==> config.mk <==
export PLATFORM = sky130hd
export DESIGN_NAME = wave_brightness_sweep
export DESIGN_NICKNAME = d
export VERILOG_FILES = /design/src/hw/rtl/wbs_pkg.sv /design/src/hw/rtl/wave_brightness_sweep.sv /design/src/hw/rtl/wbs_ctrl.sv /design/src/hw/rtl/wbs_dp.sv
export SDC_FILE = /design/constraint.sdc
export NUM_CORES = 2
export LEC_CHECK = 0
export ABC_AREA = 1
export BUFFER_PORTS_ARGS = -buffer_cell sky130_fd_sc_hd__buf_2
export CAP_MARGIN = 40
export CORE_MARGIN = 10
export CORE_UTILIZATION = 45
export DETAILED_ROUTE_END_ITERATION = 8
export PLACE_DENSITY = 0.62
export SLEW_MARGIN = 20
export SYNTH_ARGS = -nofsm -noshare
export SYNTH_HDL_FRONTEND = slang
export SYNTH_HIERARCHICAL = 1
export SYNTH_SLANG_ARGS = --single-unit
==> constraint.sdc <==
create_clock -name clk -period 10.2 [get_ports clk]
set_input_delay 1.53 -clock clk [delete_from_list [all_inputs] [get_ports clk]]
set_output_delay 1.53 -clock clk [all_outputs]
set_load 0.01 [all_outputs]
==> src/hw/rtl/wbs_pkg.sv <==
// Shared constants and types for the brightness sweep block.
package wbs_pkg;

	localparam int MAX_PANELS_DEF = 30;
	localparam logic [15:0] DUR_RESET = 16'd1000;
	localparam logic [7:0]  WW_RESET  = 8'd4;

	// configuration register indexes
	typedef enum logic [2:0] {
		REG_PANEL_COUNT = 3'd0,
		REG_DURATION    = 3'd1,
		REG_WAVE_WIDTH  = 3'd2,
		REG_ADDR0       = 3'd3,
		REG_ADDR1       = 3'd4,
		REG_ADDR2       = 3'd5,
		REG_ADDR3       = 3'd6
	} reg_idx_t;

	// controller -> datapath
	typedef struct packed {
		logic take;      // latch the tick time
		logic load;      // start time and elapsed time
		logic prep;      // per-tick products
		logic eval;      // distance for the current panel
		logic div_step;  // one quotient bit
		logic cmp;       // compare with stored level, load command
		logic adv;       // next panel
		logic fin;       // update done flag, load status item
	} dp_cmd_t;

	// datapath -> controller
	typedef struct packed {
		logic done;      // sweep already finished
		logic at_end;    // all panels walked
		logic zero;      // current panel is dark, no division
		logic div_last;  // final quotient bit
		logic changed;   // level differs from stored one
	} dp_stat_t;

endpackage

==> src/hw/rtl/wave_brightness_sweep.sv <==
// Top level of the brightness sweep: controller plus datapath.
//
// channel  direction  handshake             payload
// in       to block   in_valid / in_ready   now_ms
// out      from block out_valid / out_ready send_valid, panel_index, panel_address,
//                                           brightness, finished, last_of_run
// cfg      to block   cfg_we                cfg_index, cfg_data
//
// One tick transaction at a time. Setup runs accept, load and prep in turn, then
// each panel is evaluated; a lit panel also runs the 8-bit restoring divider, one
// quotient bit per cycle, and a panel whose level changed sends a command item
// once out_ready is high. The end check, status load and status item come last.
// A finished sweep goes from load straight to the status load and status item.
// Reset clears config to defaults, the stored levels, start and done flags.
// A stalled out transaction holds the controller; in_ready is low meanwhile.
module wave_brightness_sweep import wbs_pkg::*; #(
	parameter int MAX_PANELS = MAX_PANELS_DEF
) (
	input  logic        clk,
	input  logic        arst_n,
	input  logic        in_valid,
	output logic        in_ready,
	input  logic [31:0] now_ms,
	output logic        out_valid,
	input  logic        out_ready,
	output logic        send_valid,
	output logic [4:0]  panel_index,
	output logic [7:0]  panel_address,
	output logic [7:0]  brightness,
	output logic        finished,
	output logic        last_of_run,
	input  logic        cfg_we,
	input  logic [2:0]  cfg_index,
	input  logic [63:0] cfg_data
);

	dp_cmd_t  cmd;
	dp_stat_t stat;

	// sequencing: tick, per-panel evaluate/divide/compare, status item
	wbs_ctrl u_ctrl (
		.clk       (clk),
		.arst_n    (arst_n),
		.in_valid  (in_valid),
		.in_ready  (in_ready),
		.out_valid (out_valid),
		.out_ready (out_ready),
		.stat      (stat),
		.cmd       (cmd)
	);

	// arithmetic in units of 1/(2*duration); payload registers live here
	wbs_dp #(.MAX_PANELS(MAX_PANELS)) u_dp (
		.clk           (clk),
		.arst_n        (arst_n),
		.cfg_we        (cfg_we),
		.cfg_index     (cfg_index),
		.cfg_data      (cfg_data),
		.now_ms        (now_ms),
		.cmd           (cmd),
		.stat          (stat),
		.send_valid    (send_valid),
		.panel_index   (panel_index),
		.panel_address (panel_address),
		.brightness    (brightness),
		.finished      (finished),
		.last_of_run   (last_of_run)
	);

endmodule

==> src/hw/rtl/wbs_ctrl.sv <==
// Controller state machine for the brightness sweep.
module wbs_ctrl import wbs_pkg::*; (
	input  logic     clk,
	input  logic     arst_n,
	input  logic     in_valid,
	output logic     in_ready,
	output logic     out_valid,
	input  logic     out_ready,
	input  dp_stat_t stat,
	output dp_cmd_t  cmd
);

	typedef enum logic [8:0] {
		ST_IDLE = 9'b000000001,
		ST_LOAD = 9'b000000010,
		ST_PREP = 9'b000000100,
		ST_EVAL = 9'b000001000,
		ST_DIV  = 9'b000010000,
		ST_CMP  = 9'b000100000,
		ST_SEND = 9'b001000000,
		ST_FIN  = 9'b010000000,
		ST_SOUT = 9'b100000000
	} state_t;

	state_t state_q, state_d;

	always_ff @(posedge clk or negedge arst_n) begin
		if (!arst_n) begin
			state_q <= ST_IDLE;
		end else begin
			state_q <= state_d;
		end
	end

	always_comb begin
		state_d = state_q;
		cmd     = '0;
		case (state_q)
			ST_IDLE: begin
				cmd.take = in_valid;
				if (in_valid) state_d = ST_LOAD;
			end
			ST_LOAD: begin
				cmd.load = 1'b1;
				state_d  = stat.done ? ST_FIN : ST_PREP;
			end
			ST_PREP: begin
				cmd.prep = 1'b1;
				state_d  = ST_EVAL;
			end
			ST_EVAL: begin
				if (stat.at_end) begin
					state_d = ST_FIN;
				end else begin
					cmd.eval = 1'b1;
					state_d  = stat.zero ? ST_CMP : ST_DIV;
				end
			end
			ST_DIV: begin
				cmd.div_step = 1'b1;
				if (stat.div_last) state_d = ST_CMP;
			end
			ST_CMP: begin
				cmd.cmp = 1'b1;
				if (stat.changed) begin
					state_d = ST_SEND;
				end else begin
					cmd.adv = 1'b1;
					state_d = ST_EVAL;
				end
			end
			ST_SEND: begin
				if (out_ready) begin
					cmd.adv = 1'b1;
					state_d = ST_EVAL;
				end
			end
			ST_FIN: begin
				cmd.fin = 1'b1;
				state_d = ST_SOUT;
			end
			ST_SOUT: begin
				if (out_ready) state_d = ST_IDLE;
			end
			default: state_d = ST_IDLE;
		endcase
	end

	assign in_ready  = (state_q == ST_IDLE);
	assign out_valid = (state_q == ST_SEND) || (state_q == ST_SOUT);

endmodule

==> src/hw/rtl/wbs_dp.sv <==
// Datapath: config registers, level store, distance and serial divider.
module wbs_dp import wbs_pkg::*; #(
	parameter int MAX_PANELS = MAX_PANELS_DEF
) (
	input  logic        clk,
	input  logic        arst_n,
	input  logic        cfg_we,
	input  logic [2:0]  cfg_index,
	input  logic [63:0] cfg_data,
	input  logic [31:0] now_ms,
	input  dp_cmd_t     cmd,
	output dp_stat_t    stat,
	output logic        send_valid,
	output logic [4:0]  panel_index,
	output logic [7:0]  panel_address,
	output logic [7:0]  brightness,
	output logic        finished,
	output logic        last_of_run
);

	localparam int IW = (MAX_PANELS > 1) ? $clog2(MAX_PANELS) : 1;

	logic [4:0]  pcount_q;
	logic [15:0] dur_q;
	logic [7:0]  ww_q;
	logic [63:0] addr_q [4];

	logic [7:0]  last_q [MAX_PANELS];
	logic [31:0] now_q, start_q, elapsed_q;
	logic        started_q, done_q;
	logic [38:0] ctr_q;
	logic [23:0] half_q;
	logic [22:0] pos_q;
	logic [4:0]  i_q;
	logic [31:0] rem_q;
	logic [7:0]  quo_q;
	logic [2:0]  k_q;

	logic [4:0]  cnt_sat;
	logic [38:0] pos_x, gap;
	logic [23:0] diff;
	logic [31:0] trial;
	logic [7:0]  stored;

	// config writes
	always_ff @(posedge clk or negedge arst_n) begin
		if (!arst_n) begin
			pcount_q <= '0;
			dur_q    <= DUR_RESET;
			ww_q     <= WW_RESET;
			for (int a = 0; a < 4; a++) addr_q[a] <= '0;
		end else if (cfg_we) begin
			case (cfg_index)
				REG_PANEL_COUNT: pcount_q  <= cfg_data[4:0];
				REG_DURATION:    dur_q     <= cfg_data[15:0];
				REG_WAVE_WIDTH:  ww_q      <= cfg_data[7:0];
				REG_ADDR0:       addr_q[0] <= cfg_data;
				REG_ADDR1:       addr_q[1] <= cfg_data;
				REG_ADDR2:       addr_q[2] <= cfg_data;
				REG_ADDR3:       addr_q[3] <= cfg_data;
				default: ;
			endcase
		end
	end

	assign cnt_sat = ({1'b0, pcount_q} > 6'(MAX_PANELS)) ? 5'(MAX_PANELS) : pcount_q;
	assign pos_x   = {16'b0, pos_q};
	assign gap     = (pos_x >= ctr_q) ? (pos_x - ctr_q) : (ctr_q - pos_x);
	assign diff    = half_q - gap[23:0];
	assign trial   = {8'b0, half_q} << k_q;
	assign stored  = last_q[i_q[IW-1:0]];

	assign stat.done     = done_q;
	assign stat.at_end   = (i_q >= cnt_sat);
	assign stat.zero     = (half_q == '0) || (gap >= {15'b0, half_q});
	assign stat.div_last = (k_q == '0);
	assign stat.changed  = (quo_q != stored);

	// sequence state and level store
	always_ff @(posedge clk or negedge arst_n) begin
		if (!arst_n) begin
			start_q   <= '0;
			started_q <= 1'b0;
			done_q    <= 1'b0;
			for (int p = 0; p < MAX_PANELS; p++) last_q[p] <= '0;
		end else begin
			if (cmd.load && !done_q && !started_q) begin
				start_q   <= now_q;
				started_q <= 1'b1;
			end
			if (cmd.cmp && stat.changed) last_q[i_q[IW-1:0]] <= quo_q;
			if (cmd.fin && (elapsed_q >= {16'b0, dur_q})) done_q <= 1'b1;
		end
	end

	// working registers
	always_ff @(posedge clk) begin
		if (cmd.take) now_q <= now_ms;
		if (cmd.load) elapsed_q <= started_q ? (now_q - start_q) : '0;
		if (cmd.prep) begin
			ctr_q  <= {32'b0, cnt_sat + 6'd2, 1'b0} * {7'b0, elapsed_q};
			half_q <= 24'(ww_q) * 24'(dur_q);
			pos_q  <= 23'(dur_q) + 23'({dur_q, 1'b0});
			i_q    <= '0;
		end
		if (cmd.eval) begin
			quo_q <= '0;
			k_q   <= 3'd7;
			rem_q <= ({8'b0, diff} << 8) - {8'b0, diff};
		end
		if (cmd.div_step) begin
			if (rem_q >= trial) begin
				rem_q      <= rem_q - trial;
				quo_q[k_q] <= 1'b1;
			end
			k_q <= k_q - 3'd1;
		end
		if (cmd.adv) begin
			i_q   <= i_q + 5'd1;
			pos_q <= pos_q + 23'({dur_q, 1'b0});
		end
		if (cmd.cmp) begin
			send_valid    <= 1'b1;
			panel_index   <= i_q;
			panel_address <= addr_q[i_q[4:3]][{i_q[2:0], 3'b000} +: 8];
			brightness    <= quo_q;
			finished      <= 1'b0;
			last_of_run   <= 1'b0;
		end
		if (cmd.fin) begin
			send_valid    <= 1'b0;
			panel_index   <= '0;
			panel_address <= '0;
			brightness    <= '0;
			finished      <= done_q || (elapsed_q >= {16'b0, dur_q});
			last_of_run   <= 1'b1;
		end
	end

endmodule

# Word level (Yosys, flattened, before mapping)
# Index checks and enable logic that the tools add are counted.
# classes
reduce_logical	25
n_bitwise	3
order_cmp	11
n_mul	2
n_addsub	11
n_eq_ne	20
shifts	2
muxes	47
# ops
op	n
$bwmux W240	1
$bmux W64 S2	1
$mux W64	2
$mux W32	3
$pmux W9 S9	1
$shiftx A64 B7 Y8	1
$sub A32 B32 Y32	2
$mux W8	7
$mux W23	2
$mux W9	5
$bmux W8 S5	1
$demux W8 S5	1
$ge A23 B39 Y1	1
$ge A39 B24 Y1	1
$mux W39	1
$sub A23 B39 Y39	1
$sub A39 B23 Y39	1
$mul A6 B32 Y38	1
$ge A32 B16 Y1	1
$ge A32 B32 Y1	1
$shl A24 B3 Y32	1
$sub A32 B24 Y32	1
$logic_not A24 Y1	1
$mul A8 B16 Y24	1
other kinds (44)	82
# totals
out_inout_bits	26
inputBits	104
elab_cells	177
register_bits	789

# Depth between registers and ports, before layout
# depth
word_depth	9
depth_mapped	45
mapped_depth_nobuf	43

# Hierarchy
# Netlist, hierarchy kept.
# by_module_without_submodules
mod	cells_each	area_each_um2	seq_area_each_um2	instances
wbs_dp	7368	56276.5	20002.9	1
wbs_ctrl	111	703.2	226.5	1

# Worst setup path before layout
# No wires, ideal clock.
# synth_timing
path_type	reg-to-reg
start	register u_dp.pos_q[22]
end	register u_dp.rem_q[26]
path_buffers	2
path_slack_ns	4.982
t_required_ns	10.130
path_stages_with_launch	40
synth_period_minus_slack_ns	5.218
arrival_time_ns	5.148
path_cell_list	edfxtp_1 ha_1 inv_1 nor2_1 inv_1 nor2_1 nand2_1 nor2_1 nand4_2 nand3_2 buf_4 buf_2 nand2_1 o21ai_0 xor2_1 inv_1 ha_1 nand2_1 [... 4 more ...] nand2_1 nand2_1 nand2_1 xor2_1 inv_1 ha_1 nand2_1 nor4_1 nand3_1 nand2_1 nand3_1 nand2_1 nand2_1 nand2_1 nand2_1 nand3_1 nand3_1 a21oi_1
# synth_via
elab_chain_len	7
# synth_lines
element	line	source
start, declared	wbs_dp.sv:33	logic [22:0] pos_q;
start signal, assigned	wbs_dp.sv:103	pos_q <= 23'(dur_q) + 23'({dur_q, 1'b0});
start signal, assigned	wbs_dp.sv:120	pos_q <= pos_q + 23'({dur_q, 1'b0});
$sub A39 B23 Y39 (tied with other cells)	wbs_dp.sv:68	assign gap = (pos_x >= ctr_q) ? (pos_x - ctr_q) : (ctr_q - pos_x);
$mux W39 *	wbs_dp.sv:68	
$sub A24 B24 Y24 *	wbs_dp.sv:69	assign diff = half_q - gap[23:0];
$sub A32 B24 Y32 *	wbs_dp.sv:109	rem_q <= ({8'b0, diff} << 8) - {8'b0, diff};
$mux W32 *	wbs_dp.sv:106	if (cmd.eval) begin
$mux W32	wbs_dp.sv:112	if (rem_q >= trial) begin
$mux W32 *	wbs_dp.sv:111	if (cmd.div_step) begin
end signal, assigned	wbs_dp.sv:109	
end signal, assigned	wbs_dp.sv:113	rem_q <= rem_q - trial;
end, declared	wbs_dp.sv:35	logic [31:0] rem_q;
# Every way passes the cells marked *; elsewhere a longest branch is shown, timed or not.
# A chain may end at the register's enable or synchronous reset.

# Worst setup path in the final report
# layout_timing
start	register u_dp.pos_q[18]
end	register u_dp.rem_q[29]
# The elaborated chain is that of the path after synthesis.

==> out/results.tsv <==
metric	value	unit
Via Count	51800	
Comb pwr share	54.5	%
first-pass GRT wire length	296	mm
crit end category	register	
Yosys cell types	65	
Ys Warns	6	
post-synthesis net count	8117	
htree depth	3	
Power per Cell Area	274	nW/um^2
layout cell share with drive strength beyond 1	6.07	%
crit-path max FO	32	
DRC	0	
Tot GR Track Use	26.3	%
Sequential Power Share	26.0	%
Worst Path Required	10.84	ns
clock sinks	789	
Tcrit/Tclk final	74.0	%
Clock Power Share	19.6	%
Sw Share	47.4	%
clock root buffer	clkbuf_16	
WS Path Type	register to register	
max incr delay on CP	0.62	ns
Slowest cell on crit path	nand3_2	
crit path DAT	8.19	ns
Primary FF master, synth	dfrtp_1	
dpl hpwl	140	mm
P_int	8.98	mW
#FFs+latches synth	789	
startpoint types	register	
# diodes	0	
DIE HEIGHT	376	um
Worst Tran Pin Value	1.07	ns
maximum clock rate	0.133	GHz
total gr overflow	0	
post_cts resized	0	
FP Rows	130	
Synth Cell Area	57000	sq um
P&R area growth vs syn	9.34	%
per-cell routed wire length	20.6	um
max_cap viols	0	
Setup Viol. Count Final	0	
nets@finish	8101	
Final ANT Viol Nets	0	
GPL Wtd Cong	1.02	
Filler cells	12400	
Mapped Cells	7479	
io pins	130	
first-pass detailed-route iteration total	5	
clock buffer depth	3	
Worst-Skew Late Latency	0.73	ns
Rel. slew slack	28.4	%
via-per-instance ratio	5.64	
largest net degree at the start of global routing	196	
most common cell after layout, fill and taps aside	nand2_1	
Final Skew	0.0642	ns
Slew Limit Fails	0	
CTS tree	yes	
RSZ-0062 raised after global routing	false	
Post-Route WL	189	mm
LEAKAGE	31.4	nW
Hold Fails Final Rpt	0	
commonest non-fill, non-tap cells in the layout	nand2_1, inv_1, o21ai_0	
initial core utilization	45.3	%
Iter 0 DRT Violations	4831	
Port-buffer cells	129	
Switch Pwr	8.11	mW
core area	126000	sq um
setup TNS	0	ns
Synth async-reset ratio	72.0	%
status	finished, final reports clean	
worst hold path class	register to register	
Overall Power	17.1	mW
most used cell, CP	nand2_1	
Die Wd	376	um
min cycle time layout	7.55	ns
CTS buffer count	91	
Core Util, Final	49.6	%
worst ir drop on vdd	0.170	mV
Total Die Area	141000	sq um
hold bufs inserted after CTS	0	
Reg clk slew, reported paths	0.06	ns
Post-CTS Setup Bufs	0	
Post-synth EDFFs	158	
vias in the first global route	50100	
Post-Syn Area per Cell	7.62	sq um
initial antenna violation count	8	
sequential share of the synthesized area	35.5	%
[cells by family after synthesis]
| kind of cell | share of synthesized area [%] |
|---|---|
| mux | 0.178 |
| flops | 35.5 |
| compound gates | 14.5 |
| xor+xnor | 2.12 |
| fa+ha+maj | 14.5 |
| simple gates | 24.3 |
| buf+inv | 8.81 |
[registers in the layout (all words and copies together) (netlist names), 24 cells and up]
register,count
u_dp/addr_q,256
u_dp/last_q,240
u_dp/ctr_q,38
u_dp/elapsed_q,32
u_dp/now_q,32
u_dp/rem_q,32
u_dp/start_q,32
u_dp/half_q,24
[final cells by class]
class                      instances  area (sq um)  area share, %
inverter                         944          3550           5.70
sequential                       789         20200           32.5
clock inverter                    39           502          0.805
timing repair buffer             212          1600           2.57
multi-input combinational       5425         31800           51.0
tap                             1650          2060           3.31
clock buffer                     131          2550           4.09
[power by group through the flow]
| stage | sequential (mW) | clock, mW | combinational, mW |
|---|---|---|---|
| floorplan | 4.27 | 0 | 6.62 |
| global placement | 4.48 | 0 | 9.13 |
| detailed placement | 4.49 | 0 | 9.19 |
| CTS | 4.44 | 3.41 | 9.24 |
| global route | 4.49 | 3.53 | 10.6 |
| finish | 4.44 | 3.34 | 9.31 |
[worst max-delay path, delay by kind of cell, from the launching register on]
family          cells  cell delay, ns
xor+xnor            2            0.63
compound gates      3            1.07
fa+ha+maj           3            1.33
flops               1            0.48
buf+inv             3            0.60
simple gates       20            3.34
[routing by layer]
layer / global-route usage (%) / vias to the layer above / share of wire (%) / wire (um)
met1: 35.5 / 25200 / 44 / 83000
met4: 9.22 / 8 / 3.5 / 6680
met5: 0 / - / 0.049 / 93
met2: 43.2 / 1720 / 47 / 88300
li1: - / 24600 / - / -
met3: 3.31 / 305 / 6.0 / 11300
[Yosys cell counts (all sizes together) (8+ instances only)]
| cell | number | area, sq um |
|---|---|---|
| o21ai | 688 | 3450 |
| o211ai | 16 | 120 |
| inv | 941 | 3530 |
| buf | 100 | 644 |
| a21oi | 424 | 2120 |
| nor2 | 522 | 1980 |
| ha | 322 | 4030 |
| nand3 | 251 | 1560 |
| nor4 | 16 | 100 |
| a21o | 9 | 67.6 |
| o21bai | 21 | 158 |
| a221oi | 10 | 87.6 |
| xnor2 | 39 | 342 |
| o22ai | 12 | 75.1 |
| edfxtp | 158 | 4740 |
| o31ai | 14 | 105 |
| nor3 | 30 | 150 |
| a22o | 12 | 105 |
| a211oi | 10 | 80.1 |
| dfstp | 8 | 210 |
| clkbuf | 221 | 830 |
| a21boi | 12 | 90.1 |
| a31oi | 25 | 156 |
| or2 | 9 | 56.3 |
| dfrtp | 560 | 14000 |
| dfxtp | 63 | 1260 |
| o21a | 25 | 188 |
| fa | 212 | 4240 |
| a22oi | 161 | 1210 |
| nand4 | 306 | 1920 |
| xor2 | 99 | 867 |
| nand2 | 2131 | 8030 |
| mux2i | 9 | 90.1 |
[stage by stage]
| step | worst slack (ns) | hold slack (ns) | cell area, sq um | instances |
|---|---|---|---|---|
| 2_1_floorplan | 4.98 | 0.437 | 57000 | 7479 |
| 3_3_place_gp | 2.86 | 0.432 | 58700 | 8992 |
| 3_5_place_dp | 2.73 | 0.438 | 59000 | 9007 |
| 4_1_cts | 2.72 | 0.454 | 62100 | 9177 |
| 5_1_grt | 1.91 | 0.472 | 62300 | 9190 |
| 6_report | 2.65 | 0.456 | 62300 | 9190 |
[worst paths after layout]
kind	to	startpoint	slack, ns	cells past startpoint
hold / removal	u_dp/last_of_run	u_dp/last_of_run	0.46	2
max in group asynchronous	u_dp/dur_q[5]	arst_n	7.43	4
setup reg to reg	u_dp/rem_q[29]	u_dp/pos_q[18]	2.65	31
min in group asynchronous	u_dp/addr_q[163]	arst_n	0.78	1
setup / recovery	u_dp/rem_q[29]	u_dp/pos_q[18]	2.65	31
hold reg to reg	u_dp/last_of_run	u_dp/last_of_run	0.46	2
Note: power is estimated with default switching activity, not from simulation.
